### config.mk
export PLATFORM = sky130hd
export DESIGN_NAME = ldi_sqrt
export DESIGN_NICKNAME = d
export VERILOG_FILES = /design/src/sv/ldi_pkg.sv /design/src/sv/ldi_sqrt.sv
export SDC_FILE = /design/constraint.sdc
export NUM_CORES = 1
export LEC_CHECK = 0
export BUFFER_PORTS_ARGS = -buffer_cell sky130_fd_sc_hd__buf_2
export CAP_MARGIN = 20
export CORE_MARGIN = 5
export CORE_UTILIZATION = 45
export CTS_CLUSTER_DIAMETER = 30
export DETAILED_ROUTE_END_ITERATION = 12
export PLACE_DENSITY = 0.71
export SKIP_LAST_GASP = 1
export SLEW_MARGIN = 20
export SYNTH_ARGS = -nofsm -noshare
export SYNTH_HDL_FRONTEND = slang
export SYNTH_SLANG_ARGS = --single-unit
### constraint.sdc
create_clock -name clk_i -period 5.3 [get_ports clk_i]
set_clock_uncertainty 0.1 [all_clocks]
set_input_delay 0 -clock clk_i [delete_from_list [all_inputs] [get_ports clk_i]]
set_output_delay 0 -clock clk_i [all_outputs]
set_load 0.1 [all_outputs]
### src/sv/ldi_pkg.sv
// Package: shared types, widths and codes for the direct interaction core.
`timescale 1ns / 1ps
package ldi_pkg;

  // Command codes
  localparam logic CMD_STORE = 1'b0;
  localparam logic CMD_EVAL  = 1'b1;

  // Configuration register indexes
  localparam logic [1:0] CFG_SOURCE_COUNT = 2'd0;
  localparam logic [1:0] CFG_IMAGE_X      = 2'd1;
  localparam logic [1:0] CFG_IMAGE_Y      = 2'd2;
  localparam logic [1:0] CFG_IMAGE_Z      = 2'd3;

  // Datapath widths
  localparam int unsigned DIFF_W  = 34;   // separation, Q8.24 plus growth
  localparam int unsigned SQ_W    = 68;   // sum of squared separations
  localparam int unsigned RAD_W   = 100;  // radicand S * 2^32
  localparam int unsigned ROOT_W  = 50;   // r in units of 2^-40
  localparam int unsigned REM_W   = 53;   // square root remainder
  localparam int unsigned NUM_W   = 120;  // dividend
  localparam int unsigned DEN_W   = 100;  // divisor (W or W^2)
  localparam int unsigned UNIT_W  = 31;   // unit vector component, Q1.30
  localparam int unsigned PROD_W  = 62;   // charge times unit component
  localparam int unsigned POT_W   = 64;   // potential term magnitude
  localparam int unsigned FRC_W   = 88;   // force term magnitude
  localparam int unsigned ACC_W   = 100;  // wide accumulator

  typedef enum logic [3:0] {
    ST_IDLE,
    ST_READ,
    ST_DIFF,
    ST_SQUARE,
    ST_ZCHECK,
    ST_SQRT_GO,
    ST_SQRT_WAIT,
    ST_POT_GO,
    ST_POT_WAIT,
    ST_UNIT_GO,
    ST_UNIT_WAIT,
    ST_MUL,
    ST_FORCE_GO,
    ST_FORCE_WAIT,
    ST_NEXT,
    ST_FINISH
  } state_e;

endpackage

### src/sv/ldi_sqrt.sv
// Digit-by-digit integer square root with remainder, one root bit per cycle.
`timescale 1ns / 1ps
module ldi_sqrt (
  input  logic                        clk_i,
  input  logic                        rst_ni,
  input  logic                        start_i,
  input  logic [ldi_pkg::RAD_W-1:0]   rad_i,
  output logic                        done_o,
  output logic [ldi_pkg::ROOT_W-1:0]  root_o,
  output logic [ldi_pkg::REM_W-1:0]   rem_o
);
  import ldi_pkg::*;

  localparam int unsigned CNT_W = $clog2(ROOT_W + 1);

  logic             busy_q, busy_d;
  logic [CNT_W-1:0] cnt_q, cnt_d;
  logic [RAD_W-1:0] rad_q;
  logic [ROOT_W-1:0] root_q;
  logic [REM_W-1:0] rem_q;
  logic [REM_W-1:0] cur;
  logic [REM_W-1:0] trial;
  logic             ge;

  // Bring down two radicand bits and try root*4+1
  assign cur   = {rem_q[REM_W-3:0], rad_q[RAD_W-1 -: 2]};
  assign trial = {1'b0, root_q, 2'b01};
  assign ge    = cur >= trial;

  assign done_o = busy_q && (cnt_q == '0);
  assign root_o = root_q;
  assign rem_o  = rem_q;

  always_comb begin
    busy_d = busy_q;
    cnt_d  = cnt_q;
    if (start_i) begin
      busy_d = 1'b1;
      cnt_d  = CNT_W'(ROOT_W);
    end else if (busy_q) begin
      if (cnt_q == '0) begin
        busy_d = 1'b0;
      end else begin
        cnt_d = cnt_q - 1'b1;
      end
    end
  end

  always_ff @(posedge clk_i or negedge rst_ni) begin
    if (!rst_ni) begin
      busy_q <= 1'b0;
      cnt_q  <= '0;
    end else begin
      busy_q <= busy_d;
      cnt_q  <= cnt_d;
    end
  end

  // Advance one root digit
  always_ff @(posedge clk_i) begin
    if (start_i) begin
      rad_q  <= rad_i;
      root_q <= '0;
      rem_q  <= '0;
    end else if (busy_q && (cnt_q != '0)) begin
      rad_q  <= {rad_q[RAD_W-3:0], 2'b00};
      root_q <= {root_q[ROOT_W-2:0], ge};
      rem_q  <= ge ? (cur - trial) : cur;
    end
  end

endmodule

==> impl_results.md, run 1 <==
* Seq/Total Area, Yosys at 44.52%
* GR peak layer: met2
* Placed insts at around 1700
* Worst slew margin relative to its limit at 33.38%
* Final Worst Setup Slack at 1.211 ns
* Drt first pass iters at 5
* Element type at the critical path end: flip-flop
* # resized after CTS at 0
* R2r startpoint: root_o[13]
* Syn_area_per_cell at roughly 9.5 um^2
* Met3 Track Usage GR at 6.274%
* PwrDens at 636.1 nW/um^2
* ANT nets after route at 0
* Top Family by Delay on Critical Path: simple AND/OR/NAND/NOR gates
* Fin Hold WS at approximately 0.19 ns
* FMAX at approximately 240 MHz
* Post-Syn Instances at 1240
* Met1 usage at 29.57%
* Critical path launch point: root_o[13]
* Most frequent cells after synthesis: 208 x nand2_1, 103 x dfxtp_1, 101 x a21oi_1, 100 x edfxtp_1, 98 x mux2_2
* Top cells by area, synth: edfxtp_1 26%, dfxtp_1 18%, mux2_2 9.4%
* Core Region at between 20000 and 30000 um^2
* Layout fillers at 2124
* Post-synth EDFFs at 100
* Die Y at 171.7 um
* Reg-to-reg endpoint: rem_o[29]
* Post-Layout Cell Count at 1908
* Detailed-placement wirelength estimate at about 22000 um
* H-tree levels at 2
* Share of cells above drive strength 1 at 26.89%
* Most common cell in the synthesized netlist: nand2_1
* Root Driver: clkbuf_16
* CTS Buffer Depth at 3
* Synth top area share at roughly 26%
* Initial antenna violation count at 0
* M2 GR Usage at 38.40%
* Drt initial violations at 818
* Startpoint types: flip-flop
* Setup violators final at 0
* Overflow after GRT at 0
* Worst hold stages at 3
* Cell variety after synth at 72
* Slowest CP cell: and3_2
* Most used flip-flop cell after synthesis: dfxtp_1
* Worst-path clk slew at 0.05 ns
* Synth async-reset ratio at under 10%
* Die area at 29490 um^2
* WP data required at 5.62 ns
* Port Buffers at slightly above 200
* Run status: finished clean
* Critical Path Most Common Cell: and3_4
* First-pass GRT wire length at 55140 um
* Register area at roughly 5200 um^2
* Worst-case vdd ir drop at 0.0004251 V
* Flops & latches, synth at 210
* FP Rows at 59
* Critical path arrival at 4.41 ns
* Worst r2r path cells at 11
* CP Class: flip-flop to flip-flop
* Pins over their slew limit at 0
* Drt total wl at 34230 um
* Clk_lat worst skew at 0.54 ns
* CTS tree: built
* Worst path cell trace: inv_1 -> ha_1 -> and3_4 -> and3_4 -> nand2_1 -> nor4_1 -> a2111oi_1 -> and3_2 -> buf_4 -> nor3_1 -> a311o_1
* Ports at 207
* Area leader, netlist: edfxtp_1
* Worst Tran Pin Value at between 0.9 and 1 ns
* Min Tclk post-route at 4.089 ns
* Leakage power at 0.006684 uW
* Hold Path Class: input port to flip-flop
* Starting Density at 45.43%
* Syn-to-layout area delta at 34.42%
* DRC at 0
* Setup TNS at 0 ns
* Vias at 10529
* Critical Path Max Stage Delay at 1.02 ns
* R2r setup slk at 1.21 ns
* Hold endpoint: rad_q[58]
* RSZ-0062 raised after global routing: no
* Die Wd at 171.7 um
* Period utilization at ~77%
* Hold Fails Final Rpt at 0
* Hold Path Origin: rad_i[58]
* Pre-CTS WS at ~1.3 ns
* Mapped Nets at between 1000 and 1500
* Buf/Inv on CP at 2
* Max Cap Viol at 0
* Total Routing Usage GR at between 20% and 30%
* Drt wl/cell at 17.94 um
* Nets@finish at approximately 1700
* RePlAce Congestion at approximately 0.91
* Vias in the first global route at 10561
* Inserted Diodes at 0
* CTS Buf Count at 51
* Clk sinks at 210
* Largest net degree at the start of global routing at 75
* CP max FO at 50
* Ys Warns at 0
* Mapped Area at roughly 12000 um^2
* Vias per cell at roughly 5.5
* Area of the multi-input gates at approximately 6000 um^2
[logic make-up (layout without fill, tap and decap cells)]
| group | Yosys count | in the layout | share of synthesized area (%) |
|---|---|---|---|
| mux | 101 | 101 | 9.641 |
| compound gates | 296 | 296 | 17.00 |
| simple gates | 391 | 391 | 14.89 |
| fa+ha+maj | 54 | 54 | 5.740 |
| xor+xnor | 48 | 48 | 3.571 |
| flops | 210 | 210 | 44.52 |
| buf+inv | 140 | 473 | 4.645 |
[final cells by class]
class,count,area share [%]
timing repair buffer,318,13.50
clock inverter,27,2.119
tap,335,2.649
inverter,63,1.510
multi-input combinational,890,37.86
sequential,210,33.12
clock buffer,65,9.244
[metrics by stage]
step / utilization, % / power, uW / instance area (um^2)
floorplan: - / 5864 / 11770
global placement: 50.15 / 6733 / 12990
detailed placement: 50.15 / 6762 / 12990
CTS: 61.07 / 10050 / 15820
global route: 61.07 / 10620 / 15820
finish: 61.07 / 10070 / 15820
[how the worst max path moves through the flow]
stage / endpoint / slack, ns / depth (start not counted)
after floorplan: rad_q[0] / 1.37 / 8
after global placement: rem_o[29] / 1.38 / 11
after detailed placement: rem_o[29] / 1.27 / 11
after CTS: rem_o[29] / 1.27 / 11
after global routing: rem_o[29] / 0.99 / 12
final: rem_o[29] / 1.21 / 11
[where the power goes]
| group | switching, uW | internal (uW) |
|---|---|---|
| Sequential | 202 | 1960 |
| Combinational | 3090 | 1610 |
| Clock | 974 | 2230 |
[worst register-to-register path, delay by kind of cell, from the launching register on]
kind	cells	cell delay [ns]
AND/OR/NAND/NOR	6	1.66
adder cells (fa/ha/maj)	1	0.38
flip-flops	1	0.36
buffers and inverters	2	0.39
AO/OA/AOI/OAI	2	1.07
[layer usage]
metal / vias to the layer above / share of wire [%]
met5: - / 0
met4: 0 / 2.1
met3: 73 / 7.9
met2: 379 / 47
met1: 4985 / 43
li1: 5092 / -
[sequential cells by signal, indices dropped and copies added (netlist names)]
name,flops
rad_q,100
rem_o,53
root_o,50
cnt_q,6
busy_q,1
[repair_timing]
action | in CTS | in global routing
setup buffers | 0 | 0
hold buffers | 103 | 0
endpoints found under the hold margin | 118 | 0
[cells in the final DEF, fill, tap and decap left out, types with 12 or more instances in the layout]
cell             n
a21o_1          27
nand3_1         36
ha_1            54
nor2_1          61
a21oi_1        101
a311oi_1        25
and3_1          12
nand2_1        207
o21ai_0         33
a31oi_1         20
dfxtp_1        103
dlygate4sd3_1  103
xor2_1          20
xnor2_1         28
edfxtp_1       100
mux2_2          98
o21a_1          12
and2_1          14
buf_2          205
inv_1           62
nand4_1         15
clkbuf_16       54
Power figures use the tool's default switching activity.
==> run 2: changes to the inputs <==
- clock period: 5.3 -> 4.05 ns (I/O delays scaled with it)
==> impl_results.md, run 2 (same netlist as run 1, synthesis figures left out) <==
* Commonest non-fill, non-tap cell in the layout: nand2_1
* Largest net degree at the start of global routing at 77 (+2.7%)
* Max reg flops at 100 (unchanged)
* Period utilization at 90.00% (+13 points)
* Combinational share of power at 48.6% (+1.9 points)
* Leakage power at 0.006716 uW (+0.47%)
* Run status: finished clean
* Ports at 207 (unchanged)
* Overflow after GRT at 0 (unchanged)
* Register area at 5240 um^2 (unchanged)
* Pins over their slew limit at 0 (unchanged)
* FP Rows at 59 (unchanged)
* Share of cells above drive strength 1 at 26.71% (-0.18 points)
* Net Sw Frac at 43.65% (+1.2 points)
* First-pass GRT wire length at 56150 um (+1.8%)
* # resized after CTS at 0 (unchanged)
* Nets@finish at 1717 (+1.5%)
* Vias at 10557 (+0.27%)
* CP Class: flip-flop to flip-flop
* Switching pwr at 5661 uW (+33%)
* Sequential power share at 21.8% (+0.3 points)
* Largest Register: rad_q
* Drt total wl at 34870 um (+1.9%)
* Port Buffers at 206 (unchanged)
* Vias in the first global route at 10676 (+1.1%)
* Pre-CTS WS at 0.4698 ns (-0.8036 ns)
* Setup violators final at 0 (unchanged)
* Total Routing Usage GR at 23.22% (+0.33 points)
* Setup TNS at 0 ns (unchanged)
* Post-CTS Repair Setup Buffers at 0 (unchanged)
* Worst r2r path cells at 12 (+1)
* Clk_lat worst skew at 0.55 ns (about the same)
* R2r startpoint: root_o[0]
* Hold Path Class: input port to flip-flop
* Root Driver: clkbuf_16
* CTS Buf Count at 45 (-12%)
* Min Tclk post-route at 3.645 ns (-0.4440 ns)
* PwrDens at 814.1 nW/um^2 (+28%)
* Die Y at 171.7 um (unchanged)
* Drt initial violations at 629 (-23%)
* Die area at 29490 um^2 (unchanged)
* Die Wd at 171.7 um (unchanged)
* Startpoint types: flip-flop
* Vias per cell at 5.467 (-0.93%)
* Critical path launch point: root_o[0]
* RSZ-0062 raised after global routing: no
* Core Region at 25910 um^2 (unchanged)
* Hold Fails Final Rpt at 0 (unchanged)
* CP max FO at 19 (-62%)
* Layout fillers at 2072 (-2.4%)
* Worst Tran Pin Value at 0.9616 ns (-0.01250 ns)
* H-tree levels at 2 (unchanged)
* FMAX at 274.3 MHz (+12%)
* ANT nets after route at 0 (unchanged)
* Max Cap Viol at 0 (unchanged)
* Clk sinks at 210 (unchanged)
* Starting Density at 45.43% (unchanged)
* Worst-path clk slew at 0.05 ns (about the same)
* Fin Hold WS at 0.1887 ns (-0.003030 ns)
* Critical path arrival at 3.97 ns (-0.44 ns)
* Most frequent cells in the layout: 207 x nand2_1, 205 x buf_2, 125 x dlygate4sd3_1
* Detailed-placement wirelength estimate at 22200 um (+0.94%)
* Final Worst Setup Slack at 0.4048 ns (-0.8060 ns)
* Worst slew margin relative to its limit at 35.90% (+2.5 points)
* WP data required at 4.38 ns (-1.24 ns)
* Worst-case vdd ir drop at 0.0006601 V (+55%)
* Drt first pass iters at 5 (unchanged)
* Syn-to-layout area delta at 35.35%
* Area of the multi-input gates at 5993 um^2 (about the same)
* Hold Path Origin: rad_i[33]
* Clock power frac at 29.7% (-2.1 points)
* RePlAce Congestion at 0.9121 (+0.23%)
* Worst hold stages at 3 (unchanged)
* Element type at the critical path end: flip-flop
* Initial antenna violation count at 1 (+1)
* CTS tree: built
* DRC at 0 (unchanged)
* Internal at 7310 uW (+26%)
* Drt wl/cell at 18.06 um (+0.68%)
* CTS Buffer Depth at 3 (unchanged)
## run 2: metrics by stage
stage	utilization, %	power (uW)	cell area (um^2)	instances
final	61.49	12970	15930	1931
after floorplan	-	7673	11770	1240
after global routing	61.49	13700	15930	1931
after global placement	50.45	8903	13070	1723
after CTS	61.48	12940	15930	1930
after detailed placement	50.45	8952	13070	1723
## run 2: metal layers
layer	global-route usage [%]	part of all wire (%)
met2	38.95	48
met1	30.03	42
met3	6.068	8.0
met4	5.913	2.0
met5	0	0
## run 2: repair_timing
action,4_1_cts,5_1_grt
hold endpoints to repair,133,0
endpoints found under the setup margin,0,0
hold buffers,125,0
## run 2: worst paths after layout
check | to | slack (ns)
min in group asynchronous | cnt_q[2] | 0.35
max in group asynchronous | cnt_q[1] | 3.26
max | rem_o[3] | 0.40
max reg2reg | rem_o[3] | 0.40
min | rad_q[33] | 0.19
min reg2reg | root_o[49] | 0.37
## run 2: power groups by stage
stage	combinational, uW	sequential [uW]	clock [uW]
floorplan	3650	4030	0
global placement	6060	2840	0
detailed placement	6110	2850	0
CTS	6250	2810	3880
global route	6820	2860	4020
finish	6300	2820	3850
## run 2: layout make-up
cell class              count  share of cell area [%]
clock inverters            33                   2.866
well taps                 335                   2.631
repair buffers            350                   15.26
clock buffers              49                   7.225
diodes                      1                 0.01571
multi-input cells         890                   37.62
inverters                  63                   1.500
flip-flops and latches    210                   32.89
## run 2: critical path: stages, from the launching register on
cell and delay [ns]:
dfxtp_1 0.36, inv_1 0.06, ha_1 0.38, o21ai_1 0.16
a221oi_4 0.39, a31o_2 0.25, a211oi_4 0.10, a2111oi_4 0.39
o21ai_2 0.12, and3_2 0.37, buf_4 0.25, or3_1 0.36
a311oi_1 0.25
==> run 3: changes to the inputs <==
- CELL_PAD_IN_SITES_DETAIL_PLACEMENT: not set -> 0
- CELL_PAD_IN_SITES_GLOBAL_PLACEMENT: not set -> 1
- CORE_UTILIZATION: 45 -> 43
- PLACE_DENSITY: 0.71 -> 0.85
==> impl_results.md, run 3 (same netlist as run 1, synthesis figures left out) <==
* Die Wd at 175.5 um (+2.2%)
* Worst hold stages at 3 (unchanged)
* Vias at 10418 (-1.3%)
* Worst slew margin relative to its limit at 39.94% (+4.0 points)
* Total Routing Usage GR at 22.34% (-0.88 points)
* Ports at 207 (unchanged)
* Setup TNS at 0 ns (unchanged)
* Max reg flops at 100 (unchanged)
* Drt first pass iters at 5 (unchanged)
* WP data required at 4.37 ns (about the same)
* Critical path depth at 12 (unchanged)
* Leakage power at 0.006670 uW (-0.68%)
* Critical path arrival at 4.03 ns (+0.06 ns)
* CP max FO at 26 (+7)
* Drt total wl at 35490 um (+1.8%)
* FP Rows at 60 (+1.7%)
* Setup violators final at 0 (unchanged)
* CP Class: flip-flop to flip-flop
* Worst r2r path cells at 12 (unchanged)
* Top Family by Delay on Critical Path: simple AND/OR/NAND/NOR gates
* Critical Path Most Common Cell: nand2_1
* Post-CTS Repair Setup Buffers at 0 (unchanged)
* RSZ-0062 raised after global routing: no
* Worst Tran Pin Value at 0.9009 ns (-0.06065 ns)
* Post-CTS Hold Fix Bufs at 103 (-18%)
* Root Driver: clkbuf_16
* Hold Fails Final Rpt at 0 (unchanged)
* Initial antenna violation count at 0 (-1)
* Largest Register: rad_q
* Hold Path Class: input port to flip-flop
* CTS tree: built
* Detailed-placement wirelength estimate at 22260 um (+0.28%)
* DRC at 0 (unchanged)
* Clk_lat worst skew at 0.54 ns (about the same)
* Fin util at 58.68% (-2.8 points)
* Area after DPL at 13050 um^2 (-0.17%)
* CTS Buffer Depth at 3 (unchanged)
* Vias in the first global route at 10558 (-1.1%)
* Pins over their slew limit at 0 (unchanged)
* Run status: finished clean
* PwrDens at 834.0 nW/um^2 (+2.4%)
* ANT nets after route at 0 (unchanged)
* Vias per cell at 5.429 (-0.70%)
* Max Cap Viol at 0 (unchanged)
* Overflow after GRT at 0 (unchanged)
* Die area at 30780 um^2 (+4.4%)
* Share of cells above drive strength 1 at 26.81% (+0.098 points)
* Largest net degree at the start of global routing at 155 (+100%)
* Critical Path Max Stage Delay at 0.71 ns (+0.32 ns)
* Startpoint types: flip-flop
* Commonest non-fill, non-tap cell in the layout: nand2_1
* Layout fillers at 2229 (+7.6%)
* Drt initial violations at 665 (+5.7%)
* FMAX at 269.9 MHz (-1.6%)
* Period utilization at 91.48% (+1.5 points)
* Die Y at 175.5 um (+2.2%)
* Most frequent cells in the layout: 207 x nand2_1, 205 x buf_2, 103 x dlygate4sd3_1, 103 x dfxtp_1, 101 x a21oi_1
* Starting Density at 43.68% (-1.8 points)
* Element type at the critical path end: flip-flop
* First-pass GRT wire length at 56600 um (+0.81%)
* Port Buffers at 206 (unchanged)
* # resized after CTS at 0 (unchanged)
* Inserted Diodes at 0 (-1)
* Min Tclk post-route at 3.705 ns (+0.05968 ns)
* Drt wl/cell at 18.49 um (+2.4%)
* Buf/Inv on CP at 2 (unchanged)
* Clk sinks at 210 (unchanged)
* H-tree levels at 2 (unchanged)
* RePlAce Congestion at 0.8943 (-2.0%)
* Final Instance Area at 15820 um^2 (-0.74%)
* Worst-path clk slew at 0.05 ns (about the same)
* Core Region at 26950 um^2 (+4.0%)
* Nets@finish at 1695 (-1.3%)
* Syn-to-layout area delta at 34.35%
* Slowest CP cell: a2111oi_1
* CTS Buf Count at 52 (+16%)
* Worst path cell trace: inv_1 -> ha_1 -> and4_1 -> nand2_1 -> nor2_1 -> nand4_1 -> nor4_1 -> a2111oi_1 -> and3_2 -> buf_4 -> nand2_1 -> a311oi_1
* Worst-case vdd ir drop at 0.0003993 V (-40%)
[run 3: changes by cell type in the layout (fill, tap and decap cells not counted), sizes merged]
cell         delta
clkinvlp        +2
buf             -7
dlygate4sd3    -22
diode           -1
clkbuf         +10
inv             -3
clkinv          +3
[run 3: report_power, final]
group	switching, uW	total, uW	internal (uW)
logic	4080	6230	2160
registers	280	2850	2570
clock network	1290	4110	2810
total	5650	13200	7540
[run 3: final cells by class]
type / instances / area [um^2] / share of cell area, %
multi-input combinational: 890 / 5991 / 37.88
clock inverter: 35 / 386.6 / 2.445
timing repair buffer: 321 / 2183 / 13.81
clock buffer: 59 / 1349 / 8.528
tap: 341 / 426.7 / 2.698
inverter: 63 / 239.0 / 1.511
sequential: 210 / 5240 / 33.13
[run 3: per-layer routing]
layer / part of all wire [%] / up-vias / global-route usage [%]
li1: - / 5090 / -
met1: 44 / 4910 / 29.36
met2: 47 / 357 / 36.80
met3: 7.4 / 61 / 6.134
met4: 2.1 / 0 / 5.556
met5: 0 / - / 0
[run 3: metrics by stage]
stage	power (uW)	worst slack (ns)	hold slack [ns]	std cells
2_1_floorplan	7673	0.1179	-0.3956	1240
3_3_place_gp	8946	0.4436	-0.2583	1722
3_5_place_dp	8959	0.3920	-0.2546	1722
4_1_cts	13180	0.3839	0.1682	1919
5_1_grt	13900	0.1223	0.2011	1919
6_report	13190	0.3452	0.2106	1919
[run 3: worst paths after layout]
check                      slack [ns]    endpoint        from
hold / removal                   0.21   rad_q[42]   rad_i[42]
hold reg to reg                  0.38  root_o[18]  root_o[17]
max in group asynchronous        3.26    cnt_q[2]      rst_ni
setup / recovery                 0.35    rem_o[6]  root_o[43]
setup reg to reg                 0.35    rem_o[6]  root_o[43]
min in group asynchronous        0.35    cnt_q[1]      rst_ni
[run 3: tightest hold or removal path, stage by stage]
cell           delay [ns]
dlygate4sd3_1        0.52
buf_2                0.09
mux2_2               0.13
